[src/hdl/gbfr_pkg.sv]
`default_nettype none

package gbfr_pkg;

    localparam logic [7:0] SYNC_CHAR_1 = 8'hB5;
    localparam logic [7:0] SYNC_CHAR_2 = 8'h62;

    // result event codes
    typedef enum logic [2:0] {
        EV_NONE     = 3'd0,
        EV_DATA     = 3'd1,
        EV_HANDLED  = 3'd2,
        EV_IGNORED  = 3'd3,
        EV_CKERR    = 3'd4,
        EV_LENERR   = 3'd5,
        EV_DISABLED = 3'd6
    } t_event;

    // frame parser phase, one-hot
    typedef enum logic [8:0] {
        PH_SYNC1   = 9'b000000001,
        PH_SYNC2   = 9'b000000010,
        PH_CLASS   = 9'b000000100,
        PH_ID      = 9'b000001000,
        PH_LEN1    = 9'b000010000,
        PH_LEN2    = 9'b000100000,
        PH_PAYLOAD = 9'b001000000,
        PH_CK1     = 9'b010000000,
        PH_CK2     = 9'b100000000
    } t_phase;

    // configuration register indexes
    localparam logic REG_RECEIVER_CONFIGURED = 1'b0;
    localparam logic REG_USE_PVT_MODE        = 1'b1;

    // message keys {class, id}
    localparam logic [15:0] MSG_NAV_PVT     = 16'h0107;
    localparam logic [15:0] MSG_NAV_POSLLH  = 16'h0102;
    localparam logic [15:0] MSG_NAV_SOL     = 16'h0106;
    localparam logic [15:0] MSG_NAV_TIMEUTC = 16'h0121;
    localparam logic [15:0] MSG_NAV_VELNED  = 16'h0112;
    localparam logic [15:0] MSG_NAV_DOP     = 16'h0104;
    localparam logic [15:0] MSG_NAV_SVINFO  = 16'h0130;
    localparam logic [15:0] MSG_MON_VER     = 16'h0A04;
    localparam logic [15:0] MSG_MON_HW      = 16'h0A09;
    localparam logic [15:0] MSG_ACK_ACK     = 16'h0501;
    localparam logic [15:0] MSG_ACK_NAK     = 16'h0500;

    typedef struct packed {
        t_event      event_res;
        logic [7:0]  data_byte;
        logic [15:0] byte_index;
        logic [7:0]  msg_class;
        logic [7:0]  msg_id;
        logic [15:0] payload_len;
        logic        will_handle;
    } t_result;

    typedef struct packed {
        t_event ev;      // EV_NONE when the frame goes on
        logic   handle;
    } t_verdict;

    // acceptance table applied once the length is complete
    function automatic t_verdict f_accept(
        input logic [7:0]  cls,
        input logic [7:0]  id,
        input logic [15:0] len,
        input logic        cfg,
        input logic        pvt
    );
        t_verdict    v;
        logic [15:0] size1;
        logic [15:0] size2;
        logic        check_len;
        logic        ign;
        logic        dis;
        logic        known;
        size1     = 16'd0;
        size2     = 16'd0;
        check_len = 1'b1;
        ign       = !cfg;
        dis       = 1'b0;
        known     = 1'b1;
        case ({cls, id})
            MSG_NAV_PVT: begin
                size1 = 16'd84; size2 = 16'd92; dis = !pvt;
            end
            MSG_NAV_POSLLH: begin
                size1 = 16'd28; size2 = 16'd28; dis = pvt;
            end
            MSG_NAV_SOL: begin
                size1 = 16'd52; size2 = 16'd52; dis = pvt;
            end
            MSG_NAV_TIMEUTC: begin
                size1 = 16'd20; size2 = 16'd20; dis = pvt;
            end
            MSG_NAV_VELNED: begin
                size1 = 16'd36; size2 = 16'd36; dis = pvt;
            end
            MSG_NAV_DOP: begin
                size1 = 16'd18; size2 = 16'd18;
            end
            MSG_NAV_SVINFO: begin
                check_len = 1'b0;
            end
            MSG_MON_VER: begin
                check_len = 1'b0; ign = 1'b0;
            end
            MSG_MON_HW: begin
                size1 = 16'd68; size2 = 16'd60;
            end
            MSG_ACK_ACK, MSG_ACK_NAK: begin
                size1 = 16'd2; size2 = 16'd2; ign = cfg;
            end
            default: begin
                known = 1'b0;
            end
        endcase
        v.handle = 1'b0;
        if (!known) begin
            v.ev = EV_DISABLED;
        end else if (check_len && len != size1 && len != size2) begin
            v.ev = EV_LENERR;
        end else if (ign) begin
            v.ev = EV_NONE;
        end else if (dis) begin
            v.ev = EV_DISABLED;
        end else begin
            v.ev     = EV_NONE;
            v.handle = 1'b1;
        end
        return v;
    endfunction

endpackage

`default_nettype wire

[src/hdl/gnss_binary_frame_receiver.sv]
// gnss binary frame receiver
//
// input channel: one received serial byte per transfer on i_rx_byte
// (i_in_valid / o_in_stall). output channel: exactly one result per input
// byte (o_out_valid / i_out_stall) carrying the event code, the payload
// byte and its index, and the class, id, declared length and disposition
// of the current frame.
// the result of a byte is registered. throughput: one byte per cycle while
// o_in_stall is low; the frame state update is a single pass of logic ahead
// of the result register, so every cycle without a stall can take a byte.
// when the receiver stalls, the result register holds and one more result
// lands in a skid register; o_in_stall then rises (it is a register output)
// until the downstream side takes the held result.
// configuration: an apb-style port, receiver_configured at 0x0 and
// use_pvt_mode at 0x4, bit 0; write only while the block is idle.
// reset (i_rst_n low at a clock edge): the parser hunts for the first sync
// byte, checksums, class, id, length and position are cleared, disposition
// is set to handle, both registers read 0 and both result slots are empty.
`default_nettype none

module gnss_binary_frame_receiver
    import gbfr_pkg::*;
(
    input  wire logic        i_clk,
    input  wire logic        i_rst_n,

    // byte input
    input  wire logic        i_in_valid,
    output logic             o_in_stall,
    input  wire logic [7:0]  i_rx_byte,

    // result output
    output logic             o_out_valid,
    input  wire logic        i_out_stall,
    output logic [2:0]       o_event_res,
    output logic [7:0]       o_data_byte,
    output logic [15:0]      o_byte_index,
    output logic [7:0]       o_msg_class,
    output logic [7:0]       o_msg_id,
    output logic [15:0]      o_payload_len,
    output logic             o_will_handle,

    // configuration port
    input  wire logic        psel,
    input  wire logic        penable,
    input  wire logic        pwrite,
    input  wire logic [2:0]  paddr,
    input  wire logic [31:0] pwdata,
    output logic [31:0]      prdata,
    output logic             pready
);

    // configuration registers
    logic r_cfg_configured;
    logic r_cfg_pvt_mode;

    // frame state
    t_phase      r_phase,      n_phase;
    logic [7:0]  r_sum_a,      n_sum_a;
    logic [7:0]  r_sum_b,      n_sum_b;
    logic [7:0]  r_cur_class,  n_cur_class;
    logic [7:0]  r_cur_id,     n_cur_id;
    logic [15:0] r_cur_length, n_cur_length;
    logic [15:0] r_payload_pos, n_payload_pos;
    logic        r_handle,     n_handle;

    // result register and skid stage
    t_result r_out, r_skid, n_result;
    logic    r_out_valid, r_skid_valid;

    logic     in_xfer;
    logic     out_take;
    logic     cfg_write;
    t_verdict verdict;
    logic [7:0]  sum_a_add;
    logic [15:0] len_full;
    logic        done;

    assign pready    = 1'b1;
    assign cfg_write = psel && penable && pwrite;
    assign prdata    = {31'd0, (paddr[2] == REG_USE_PVT_MODE) ? r_cfg_pvt_mode
                                                              : r_cfg_configured};

    always_ff @(posedge i_clk) begin
        if (!i_rst_n) begin
            r_cfg_configured <= 1'b0;
            r_cfg_pvt_mode   <= 1'b0;
        end else if (cfg_write) begin
            if (paddr[2] == REG_RECEIVER_CONFIGURED) begin
                r_cfg_configured <= pwdata[0];
            end else begin
                r_cfg_pvt_mode <= pwdata[0];
            end
        end
    end

    assign o_in_stall = r_skid_valid;
    assign in_xfer    = i_in_valid && !r_skid_valid;
    assign out_take   = r_out_valid && !i_out_stall;

    // running fletcher sum a including this byte, and the full length word
    assign sum_a_add = r_sum_a + i_rx_byte;
    assign len_full  = {i_rx_byte, r_cur_length[7:0]};
    assign verdict   = f_accept(r_cur_class, r_cur_id, len_full,
                                r_cfg_configured, r_cfg_pvt_mode);

    // per-byte frame update
    always_comb begin
        n_phase       = r_phase;
        n_sum_a       = r_sum_a;
        n_sum_b       = r_sum_b;
        n_cur_class   = r_cur_class;
        n_cur_id      = r_cur_id;
        n_cur_length  = r_cur_length;
        n_payload_pos = r_payload_pos;
        n_handle      = r_handle;
        done          = 1'b0;
        n_result.event_res  = EV_NONE;
        n_result.data_byte  = 8'd0;
        n_result.byte_index = 16'd0;

        case (r_phase)
            PH_SYNC2: begin
                n_phase = (i_rx_byte == SYNC_CHAR_2) ? PH_CLASS : PH_SYNC1;
            end
            PH_CLASS: begin
                n_sum_a     = sum_a_add;
                n_sum_b     = r_sum_b + sum_a_add;
                n_cur_class = i_rx_byte;
                n_phase     = PH_ID;
            end
            PH_ID: begin
                n_sum_a  = sum_a_add;
                n_sum_b  = r_sum_b + sum_a_add;
                n_cur_id = i_rx_byte;
                n_phase  = PH_LEN1;
            end
            PH_LEN1: begin
                n_sum_a      = sum_a_add;
                n_sum_b      = r_sum_b + sum_a_add;
                n_cur_length = {8'd0, i_rx_byte};
                n_phase      = PH_LEN2;
            end
            PH_LEN2: begin
                n_sum_a      = sum_a_add;
                n_sum_b      = r_sum_b + sum_a_add;
                n_cur_length = len_full;
                n_handle     = verdict.handle;
                n_result.event_res = verdict.ev;
                if (verdict.ev != EV_NONE) begin
                    done = 1'b1;
                end else begin
                    n_phase = (len_full != 16'd0) ? PH_PAYLOAD : PH_CK1;
                end
            end
            PH_PAYLOAD: begin
                n_sum_a = sum_a_add;
                n_sum_b = r_sum_b + sum_a_add;
                n_result.event_res  = EV_DATA;
                n_result.data_byte  = i_rx_byte;
                n_result.byte_index = r_payload_pos;
                // last payload byte when pos + 1 >= length
                if ({1'b0, r_payload_pos} + 17'd1 >= {1'b0, r_cur_length}) begin
                    n_phase = PH_CK1;
                end
                n_payload_pos = r_payload_pos + 16'd1;
            end
            PH_CK1: begin
                if (i_rx_byte != r_sum_a) begin
                    n_result.event_res = EV_CKERR;
                    done = 1'b1;
                end else begin
                    n_phase = PH_CK2;
                end
            end
            PH_CK2: begin
                if (i_rx_byte != r_sum_b) begin
                    n_result.event_res = EV_CKERR;
                end else begin
                    n_result.event_res = r_handle ? EV_HANDLED : EV_IGNORED;
                end
                done = 1'b1;
            end
            default: begin
                // hunt for the first sync byte, also out of any stray code
                n_phase = (i_rx_byte == SYNC_CHAR_1) ? PH_SYNC2 : PH_SYNC1;
            end
        endcase

        // frame identity reported before the end-of-frame clear
        n_result.msg_class   = n_cur_class;
        n_result.msg_id      = n_cur_id;
        n_result.payload_len = n_cur_length;
        n_result.will_handle = n_handle;

        if (done) begin
            n_phase       = PH_SYNC1;
            n_sum_a       = 8'd0;
            n_sum_b       = 8'd0;
            n_cur_length  = 16'd0;
            n_payload_pos = 16'd0;
        end
    end

    always_ff @(posedge i_clk) begin
        if (!i_rst_n) begin
            r_phase       <= PH_SYNC1;
            r_sum_a       <= 8'd0;
            r_sum_b       <= 8'd0;
            r_cur_class   <= 8'd0;
            r_cur_id      <= 8'd0;
            r_cur_length  <= 16'd0;
            r_payload_pos <= 16'd0;
            r_handle      <= 1'b1;
        end else if (in_xfer) begin
            r_phase       <= n_phase;
            r_sum_a       <= n_sum_a;
            r_sum_b       <= n_sum_b;
            r_cur_class   <= n_cur_class;
            r_cur_id      <= n_cur_id;
            r_cur_length  <= n_cur_length;
            r_payload_pos <= n_payload_pos;
            r_handle      <= n_handle;
        end
    end

    // output slot and skid control
    always_ff @(posedge i_clk) begin
        if (!i_rst_n) begin
            r_out_valid  <= 1'b0;
            r_skid_valid <= 1'b0;
        end else if (out_take || !r_out_valid) begin
            if (r_skid_valid) begin
                r_out_valid  <= 1'b1;
                r_skid_valid <= 1'b0;
            end else begin
                r_out_valid <= in_xfer;
            end
        end else if (in_xfer) begin
            r_skid_valid <= 1'b1;
        end
    end

    // result payload, no reset needed
    always_ff @(posedge i_clk) begin
        if (out_take || !r_out_valid) begin
            if (r_skid_valid) begin
                r_out <= r_skid;
            end else if (in_xfer) begin
                r_out <= n_result;
            end
        end else if (in_xfer) begin
            r_skid <= n_result;
        end
    end

    assign o_out_valid   = r_out_valid;
    assign o_event_res   = r_out.event_res;
    assign o_data_byte   = r_out.data_byte;
    assign o_byte_index  = r_out.byte_index;
    assign o_msg_class   = r_out.msg_class;
    assign o_msg_id      = r_out.msg_id;
    assign o_payload_len = r_out.payload_len;
    assign o_will_handle = r_out.will_handle;

`ifndef SYNTH
    // the skid stage only fills behind a held result
    a_skid_behind_out: assert property (@(posedge i_clk) disable iff (!i_rst_n)
        r_skid_valid |-> r_out_valid)
        else $error("skid register full while result register empty");

    // a payload byte index always lies inside the declared length
    a_index_in_range: assert property (@(posedge i_clk) disable iff (!i_rst_n)
        (r_out_valid && r_out.event_res == EV_DATA)
            |-> (r_out.byte_index < r_out.payload_len))
        else $error("payload index beyond declared length");

    // every accepted byte leaves the result register valid in the cycle after it
    a_result_follows: assert property (@(posedge i_clk) disable iff (!i_rst_n)
        in_xfer |=> r_out_valid)
        else $error("accepted byte produced no result");

    // sums restart at zero whenever the hunt for sync begins
    a_sums_clear: assert property (@(posedge i_clk) disable iff (!i_rst_n)
        (r_phase == PH_SYNC1) |-> (r_sum_a == 8'd0 && r_sum_b == 8'd0))
        else $error("checksum not cleared while hunting for sync");
`endif

endmodule

`default_nettype wire

[config.mk]
export PLATFORM = sky130hd
export DESIGN_NAME = gnss_binary_frame_receiver
export DESIGN_NICKNAME = d
export VERILOG_FILES = /design/src/hdl/gbfr_pkg.sv /design/src/hdl/gnss_binary_frame_receiver.sv
export SDC_FILE = /design/constraint.sdc
export NUM_CORES = 1
export LEC_CHECK = 0
export BUFFER_PORTS_ARGS = -buffer_cell sky130_fd_sc_hd__buf_2
export CAP_MARGIN = 0
export CORE_MARGIN = 1.5
export CORE_UTILIZATION = 45
export CTS_CLUSTER_DIAMETER = 200
export DETAILED_ROUTE_END_ITERATION = 16
export GPL_TIMING_DRIVEN = 0
export PLACE_DENSITY_LB_ADDON = 0.12
export SYNTH_ARGS = -nofsm -noshare
export SYNTH_HDL_FRONTEND = slang
export SYNTH_SLANG_ARGS = --single-unit
[constraint.sdc]
create_clock -name i_clk -period 5.39 [get_ports i_clk]
set_input_delay 0.539 -clock i_clk [delete_from_list [all_inputs] [get_ports i_clk]]
set_output_delay 0.539 -clock i_clk [all_outputs]
set_load 0.02 [all_outputs]
After elaboration in Yosys (flattened, before gate mapping). Index checks and enable logic that the tools add are counted. Widths: inputs -> output; s select.

Output and inout bits: 95. Bits in registers: 198. Logic and storage cells: 138. Input bits: 50.

$add $sub $neg: 4. Order comparisons: 1. Reduce and logical (&&, ||, !) cells: 30. Equality and inequality tests: 29. Mux-type cells: 45. Bitwise operators: 3.

Operators with widths (number): $mux 60 (2); $eq 16x9->1 const B (7); $pmux 7 s8 (2); $pmux 9 s8 (1); $mux 8 (7); $mux 16 (3); $mux 9 (4); $eq 16x11->1 const B (2); $eq 16x12->1 const B (2); $ne 16x16->1 (2); $pmux 16 s2 (1); $mux 24 (1); $mux 3 (7); $add 16x1->17 const B (1); $ge 17x16->1 (1); $add 16x1->16 const B (1); $add 8x8->8 (2); $ne 8x8->1 (2); $reduce_bool 16->1 (1); $mux 1 (12); $pmux 3 s4 (1); $reduce_and 2->1 (6); $reduce_or 11->1 (1); $eq 9x2->1 const B (1); other kinds (24) (42).

Logic depth before layout (Yosys ltp). Gate-level depths: netlist of run 1.

Depth in word-level cells: 13. Gate-level depth with buffers: 19. Mapped depth without buffers: 17.

Worst setup path before layout of run 1. Ideal clock, no wire load.

Path type: reg-to-reg. From: register r_skid_valid, in the netlist o_in_stall. To: register r_out, in the netlist o_byte_index[0], enable pin. Buffers on the path: 2. Data arrival time: 4.133 ns. Data required time: 4.892 ns. Setup time: 0.498 ns. Stages on the path, launching flop included: 5. Setup slack: 0.759 ns. Period minus slack after synthesis: 4.631 ns. Cell sequence: dfxtp_1 clkbuf_1 clkbuf_1 nor2_1 a21oi_1.

Longest elaborated chain between the ends: 4.

Ends and longest elaborated chain: from (decl) (RTL line gnss_binary_frame_receiver.sv:69) `logic r_out_valid, r_skid_valid;`; from (signal assigned) (RTL line gnss_binary_frame_receiver.sv:231) `r_skid_valid <= 1'b0;`; from (signal assigned) (RTL line gnss_binary_frame_receiver.sv:235) `r_skid_valid <= 1'b0;`; from (signal assigned) (RTL line gnss_binary_frame_receiver.sv:240) `r_skid_valid <= 1'b1;`; $logic_not 1->1 (RTL line gnss_binary_frame_receiver.sv:98) `assign in_xfer = i_in_valid && !r_skid_valid;`; $logic_and 1x1->1 (RTL line gnss_binary_frame_receiver.sv:98); $reduce_bool 2->1 (no source line) (*); $reduce_and 2->1 (no source line) (*); to (signal assigned) (RTL line gnss_binary_frame_receiver.sv:248) `r_out <= r_skid;`; to (signal assigned) (RTL line gnss_binary_frame_receiver.sv:250) `r_out <= n_result;`; to (decl) (RTL line gnss_binary_frame_receiver.sv:68) `t_result r_out, r_skid, n_result;`.

Mark *: on every way between the ends. The rest lies on a longest branch, timed or not. A chain may end at the register's enable or synchronous reset.

Worst setup path in the final report of run 1.
From: register r_payload_pos[2]. To: register r_phase[1].

Longest elaborated chain between the ends: 4.

Ends and longest elaborated chain: from (decl) (RTL line gnss_binary_frame_receiver.sv:64) `logic [15:0] r_payload_pos, n_payload_pos;`; from (signal assigned) (RTL line gnss_binary_frame_receiver.sv:222) `r_payload_pos <= n_payload_pos;`; $add 16x1->17 (RTL line gnss_binary_frame_receiver.sv:163) `if ({1'b0, r_payload_pos} + 17'd1 >= {1'b0, r_cur_length}) begin`; $ge 17x16->1 (RTL line gnss_binary_frame_receiver.sv:163); $ne 3x3->1 (no source line); $reduce_and 5->1 (no source line); to (signal assigned) (RTL line gnss_binary_frame_receiver.sv:216) `r_phase <= n_phase;`; to (decl) (RTL line gnss_binary_frame_receiver.sv:58) `t_phase r_phase, n_phase;`.

No other way between the ends.

==> results of run 1 <==
## synth_stat cells (all sizes together), types with 3 or more instances
| library cell | number | area share (%) |
|---|---|---|
| xor2 | 7 | 0.59 |
| nor4b | 4 | 0.63 |
| a21oi | 34 | 1.6 |
| nand2 | 62 | 2.2 |
| xnor2 | 32 | 2.8 |
| nand4b | 6 | 0.51 |
| buf | 42 | 2.8 |
| edfxtp | 120 | 35 |
| dfxtp | 78 | 15 |
| and3 | 6 | 0.37 |
| nor2 | 75 | 2.7 |
| inv | 27 | 0.98 |
| a22o | 31 | 2.6 |
| nand3b | 4 | 0.29 |
| mux2 | 84 | 9.1 |
| nor2b | 9 | 0.54 |
| mux2i | 4 | 0.39 |
| nor4 | 12 | 1.0 |
| or4 | 7 | 0.54 |
| nand3 | 29 | 1.4 |
| a211oi | 5 | 0.36 |
| and4 | 3 | 0.25 |
| o21bai | 3 | 0.22 |
| nor3 | 30 | 1.6 |
| o31ai | 4 | 0.29 |
| and2 | 27 | 1.6 |
| nand2b | 6 | 0.36 |
| and3b | 3 | 0.25 |
| o211ai | 6 | 0.57 |
| nand4 | 23 | 1.5 |
| o21ai | 25 | 1.3 |
| a21o | 12 | 0.87 |
| o221ai | 7 | 0.59 |
| ha | 31 | 3.7 |
| a31oi | 8 | 0.48 |
| or3 | 4 | 0.24 |
| clkbuf | 41 | 1.5 |
## through the flow
| step | setup WS, ps | cells |
|---|---|---|
| 2_1_floorplan | 759 | 977 |
| 3_3_place_gp | -982 | 1340 |
| 3_5_place_dp | 798 | 1344 |
| 4_1_cts | 759 | 1376 |
| 5_1_grt | 255 | 1376 |
| 6_report | 663 | 1376 |
## worst paths after layout
kind                           end  slack (ps)  cells after the start
hold / removal    r_cfg_configured         350                      3
hold reg to reg         r_sum_a[0]         490                      1
setup reg to reg        r_phase[1]         660                     18
setup / recovery        r_phase[1]         660                     18
## cells in the final DEF, fill, tap and decap left out, types with 5 or more instances in the layout
cell,count
xor2_1,7
o21ai_0,22
buf_4,32
mux2_2,83
buf_2,84
or4_1,6
nor4_1,10
nand4_1,21
conb_1,32
nand4b_1,6
and2_1,27
clkbuf_16,17
o221ai_1,7
inv_1,27
nor2b_1,9
clkbuf_1,40
edfxtp_1,120
a21oi_1,33
nand2_1,62
and3_1,5
nor3_1,27
a211oi_1,5
nor2_1,73
nand3_1,29
a31oi_1,8
ha_1,31
a21o_1,12
xnor2_1,31
nand2b_1,6
o211ai_1,5
dfxtp_1,78
a22o_1,31
## registers in the layout (all words and copies together), names as in the netlist
register,cells
r_skid,60
o_byte_index,16
o_payload_len,16
r_cur_length,16
r_payload_pos,16
r_phase,9
o_data_byte,8
o_msg_class,8
o_msg_id,8
r_cur_class,8
r_cur_id,8
r_sum_a,8
r_sum_b,8
o_event_res,3
o_in_stall,1
o_out_valid,1
o_will_handle,1
r_cfg_configured,1
r_cfg_pvt_mode,1
r_handle,1
## cell type report
cell class,count,area [sq um]
Fill cell,2050,10700
Sequential cell,198,5160
Multi-Input combinational cell,668,4810
Timing Repair Buffer,82,478
Buffer,83,448
Clock buffer,17,425
Tap cell,285,357
Clock inverter,15,173
Inverter,28,105
## routing by layer
metal / vias to the layer above / routed length, um / GRT usage, %
met5: - / 0 / 0
met4: 0 / 528 / 7.46
met3: 33 / 1460 / 3.84
met2: 260 / 11300 / 33.2
met1: 3614 / 11800 / 30.8
li1: 3704 / - / -
## power by group
| part | switching (uW) | internal [uW] |
|---|---|---|
| clock network | 660 | 632 |
| registers | 20.2 | 1650 |
| logic | 206 | 107 |
## cell families after synthesis
| family | Yosys count | share of synthesized area [%] |
|---|---|---|
| compound gates | 156 | 10.9 |
| mux | 88 | 9.49 |
| fa+ha+maj | 33 | 4.12 |
| buf+inv | 111 | 5.32 |
| flops | 198 | 49.7 |
| other cells | 2 | 0.0723 |
| xor+xnor | 39 | 3.36 |
| simple gates | 320 | 17.0 |
## worst max-delay path: cells and delay by family, from the launching register on
| kind | cells | cell delay [ps] |
|---|---|---|
| flops | 1 | 440 |
| compound gates | 4 | 1200 |
| xor+xnor | 1 | 160 |
| fa+ha+maj | 1 | 300 |
| simple gates | 10 | 2090 |
| buf+inv | 2 | 450 |
==> impl_metrics.csv, run 1 <==
group,metric,value,unit
run_status,status,"completed",
route,wl_per_cell,18.2,um
clocking,hold_buffers,0,
floorplanning,core,22600,sq um
timing,period_minus_slack,4730,ps
route,dr.pass1.iters,5,
cells_and_area,antenna_cells,0,
worst_setup_path,worstSetupEndpointType,"register",
timing,drv_slew,0,
clocking,clockBufferDepth,2,
timing,fmax,0.212,GHz
power_and_ir_drop,ir_drop,157,uV
timing,rsz0062_at_grt,"false",
job,max-cap-violations,0,
worst_setup_path,crit_start,"r_payload_pos[2]",
synthesis,ys_seq_area_share,49.7,%
synthesis,yosys_warnings,0,
route,dr_total_vias,7611,
worst_setup_path,cp_max_fo,7,
route,vias_per_cell,5.53,
timing,finalCritPeriodShare,87.7,%
route,drt_first_iter_violations,538,
clocking,clk_pin_slew,80,ps
min_path,hold_path.startpoint,"pwdata[0]",
floorplanning,dieArea,24000,sq um
synthesis,ys_types,81,
power_and_ir_drop,p_total,3270,uW
timing,worstMarginPinSlew,877,ps
global_route,grt_use_total,21.6,%
timing,whs,350,ps
clocking,cts_setup_buffers,0,
worst_setup_path,required,5740,ps
placed_design,portBuffers,78,
timing,setup_violations,0,
worst_setup_path,cpMaxStageDelayCell,"a21oi_1",
synthesis,synth_edf_count,120,
clocking,clock_latency,440,ps
cells_and_area,finish.instance_area,12000,sq um
floorplanning,num_rows,55,
global_route,antenna_found_initial,0,
placed_design,dpl_cell_area,11400,sq um
power_and_ir_drop,p_per_area,274,nW/um^2
worst_setup_path,r2r-start,"r_payload_pos[2]",
synthesis,netlist_instances,947,
floorplanning,die_h,155,um
global_route,grt_pass1_wl,40000,um
global_route,grt_max_degree,31,
power_and_ir_drop,p_leak,0.00470,uW
clocking,cts_sinks,198,
cells_and_area,area_growth,15.0,%
clocking,cts_tree,"done",
route,drc_errors,0,
clocking,cts_buffers,17,
floorplanning,start_util,45.9,%
synthesis,ys.flop_type,"edfxtp_1",
worst_setup_path,path_cells,"nand3_1 -> nor2_1 -> and3_1 -> clkbuf_1 -> and3_1 -> clkbuf_1 -> nand2_1 -> or2_2 -> xnor2_1 -> ha_1 -> nand2_1 -> nor4_1 -> nand4_1 -> o311ai_0 -> a21oi_1 -> a21oi_1 -> nand3_1 -> o31ai_1",
worst_setup_path,arrival,5070,ps
floorplanning,pin_count,145,
route,wirelength,25100,um
min_path,min_path_type,"in -> reg",
timing,slew_headroom,41.3,%
floorplanning,die_x,155,um
global_route,grt_pass1_vias,7113,
timing,clock_skew,9.16,ps
clocking,cts-root-buf,"clkbuf_16",
clocking,htree_levels,4,
global_route,grt_overflow,0,
placed_design,place_hpwl,18100,um
worst_setup_path,critical_path_class,"reg -> reg",
worst_setup_path,crit_path_start_kind,"register",
cells_and_area,nets,1161,
synthesis,ys_ff_latch,198,
cells_and_area,drive_gt1_share,24.1,%
cells_and_area,final_util,52.8,%
synthesis,postSynth.asyncResetShare,0,%
route,drtAntennaViolNets,0,
worst_setup_path,slowest_delay,680,ps
synthesis,syn_area_per_cell,11.0,sq um
synthesis,synth_area,10400,sq um
timing,finalHoldViolCount,0,
clocking,post_cts_resized,0,
timing,fin_tns_setup,0,ps
placed_design,gp_congestion,0.871,
(Power assumes the default switching activity.)
==> run 2, diff against run 1 <==
CORE_ASPECT_RATIO = 0.9   (was unset)
GPL_TIMING_DRIVEN = 1   (was 0)
==> impl_metrics.csv, run 2 (same netlist as run 1, synthesis figures left out) <==
group,metric,value,unit
global_route,grt_pass1_vias,6832,
cells_and_area,layout_common_cells,"edfxtp_1 (120), mux2_2 (83), buf_2 (79)",
clocking,hold_buffers,0,
route,drt_first_iter_violations,497,
floorplanning,num_rows,52,
placed_design,dp_slack,1070,ps
cells_and_area,nets,1084,
min_path,worstHoldEndpoint,"r_cfg_configured",
timing,fin_tns_setup,0,ps
route,dr.pass1.iters,5,
cells_and_area,nFillCells,2028,
cells_and_area,drive_gt1_share,22.7,%
clocking,cts_tree,"done",
timing,finalCritPeriodShare,81.9,%
worst_setup_path,cp_max_fo,7,
worst_setup_path,r2r-end,"r_phase[1]",
timing,worstMarginPinSlew,1140,ps
route,drtAntennaViolNets,0,
cells_and_area,largest_register_ffs,60,
worst_setup_path,r2r-start,"r_payload_pos[0]",
clocking,post_cts_resized,0,
floorplanning,pin_count,145,
worst_setup_path,rrSetupSlack,980,ps
floorplanning,core,22600,sq um
floorplanning,dieArea,24000,sq um
cells_and_area,largest_register,"r_skid",
route,wirelength,24100,um
cells_and_area,area_growth,10.5,%
clocking,cts-root-buf,"clkbuf_16",
timing,clock_skew,12.2,ps
floorplanning,start_util,46.0,%
route,drc_errors,0,
route,wl_per_cell,18.4,um
worst_setup_path,arrival,4760,ps
global_route,antenna_found_initial,0,
timing,setup_violations,0,
clocking,cts_sinks,198,
cells_and_area,final_cells,1311,
timing,finalHoldViolCount,0,
timing,rsz0062_at_grt,"false",
global_route,grt_pass1_wl,38200,um
placed_design,portBuffers,79,
timing,fin_ws,978,ps
timing,slew_headroom,23.5,%
cells_and_area,antenna_cells,0,
worst_setup_path,critical_path_class,"reg -> reg",
clocking,cts_buffers,17,
clocking,clockBufferDepth,2,
power_and_ir_drop,p_leak,0.00443,uW
global_route,grt_max_degree,65,
min_path,hold_path.startpoint,"pwdata[0]",
worst_setup_path,worstSetupEndpointType,"register",
floorplanning,die_x,163,um
worst_setup_path,required,5740,ps
job,max-cap-violations,0,
placed_design,place_hpwl,16600,um
global_route,grt_use_total,20.7,%
timing,fmax,0.227,GHz
global_route,grt_overflow,0,
clocking,clk_pin_slew,70,ps
power_and_ir_drop,ir_drop,203,uV
placed_design,gp_congestion,0.844,
run_status,status,"completed",
clocking,htree_levels,4,
cells_and_area,final_common_cell,"edfxtp_1",
placed_design,dp.cells,1279,
clocking,cts_setup_buffers,0,
timing,period_minus_slack,4410,ps
worst_setup_path,r2r_cells,16,
route,dr_total_vias,7277,
min_path,min_path_cells,3,
timing,drv_slew,0,
route,vias_per_cell,5.55,
min_path,min_path_type,"in -> reg",
floorplanning,die_h,147,um
worst_setup_path,crit_path_start_kind,"register",
power_and_ir_drop,p_per_area,279,nW/um^2
clocking,clock_latency,430,ps
run 2: cell types whose count changed in the layout (fill, tap and decap cells not counted), sizes merged:
cell / previous run / this run
bufinv: 0 / 1
clkinv: 5 / 6
buf: 124 / 88
clkinvlp: 2 / 3
inv: 36 / 32
clkbuf: 58 / 18
run 2: worst max path at each step:
stage	from	end	slack [ps]	depth (start not counted)
after global routing	r_payload_pos[0]	r_phase[1]	710	16
final	r_payload_pos[0]	r_phase[1]	980	16
after global placement	r_payload_pos[0]	r_phase[1]	1150	16
after floorplan	o_in_stall	o_byte_index[0]	760	4
after detailed placement	r_payload_pos[0]	r_phase[1]	1070	16
after CTS	r_payload_pos[0]	r_phase[1]	1080	16
run 2: area by class of cell:
class / instances / area (sq um) / share of cell area [%]
sequential: 198 / 5170 / 45.0
clock buffer: 18 / 429 / 3.74
inverter: 28 / 105 / 0.915
multi-input combinational: 668 / 4810 / 41.9
tap: 297 / 372 / 3.23
timing repair buffer: 88 / 463 / 4.03
clock inverter: 14 / 145 / 1.26
run 2: per-stage QoR:
stage	cell area (sq um)	utilization, %	hold slack [ps]	total power, uW
after floorplan	10500	-	454	1920
after global placement	10900	48.3	468	1980
after detailed placement	10900	48.3	476	1980
after CTS	11500	50.9	341	3230
after global routing	11500	50.9	347	3320
final	11500	50.9	353	3210
run 2: power by group:
| part | internal [uW] | total (uW) | switching [uW] |
|---|---|---|---|
| clock network | 652 | 1260 | 607 |
| logic | 81.5 | 267 | 186 |
| registers | 1650 | 1680 | 29.0 |
| total | 2380 | 3210 | 822 |
run 2: worst max-delay path: stages (launching register included):
cell      delay, ps
dfxtp_1         480
nand3_1         210
nor2_1          270
and3_1          310
and3_1          320
nand2_1          70
or2_2           310
xnor2_1         170
ha_1            310
nand2_1          90
nor4_1          260
nand4_1         130
o311ai_0        100
a21oi_1          90
a21oi_1         620
nand3_1         290
o31ai_1         290
run 2: routing by layer:
metal  share of wire [%]  track usage (%)
met1                  50             30.6
met2                  44             30.8
met3                 4.8             3.81
met4                 1.6             5.55
met5                   0                0
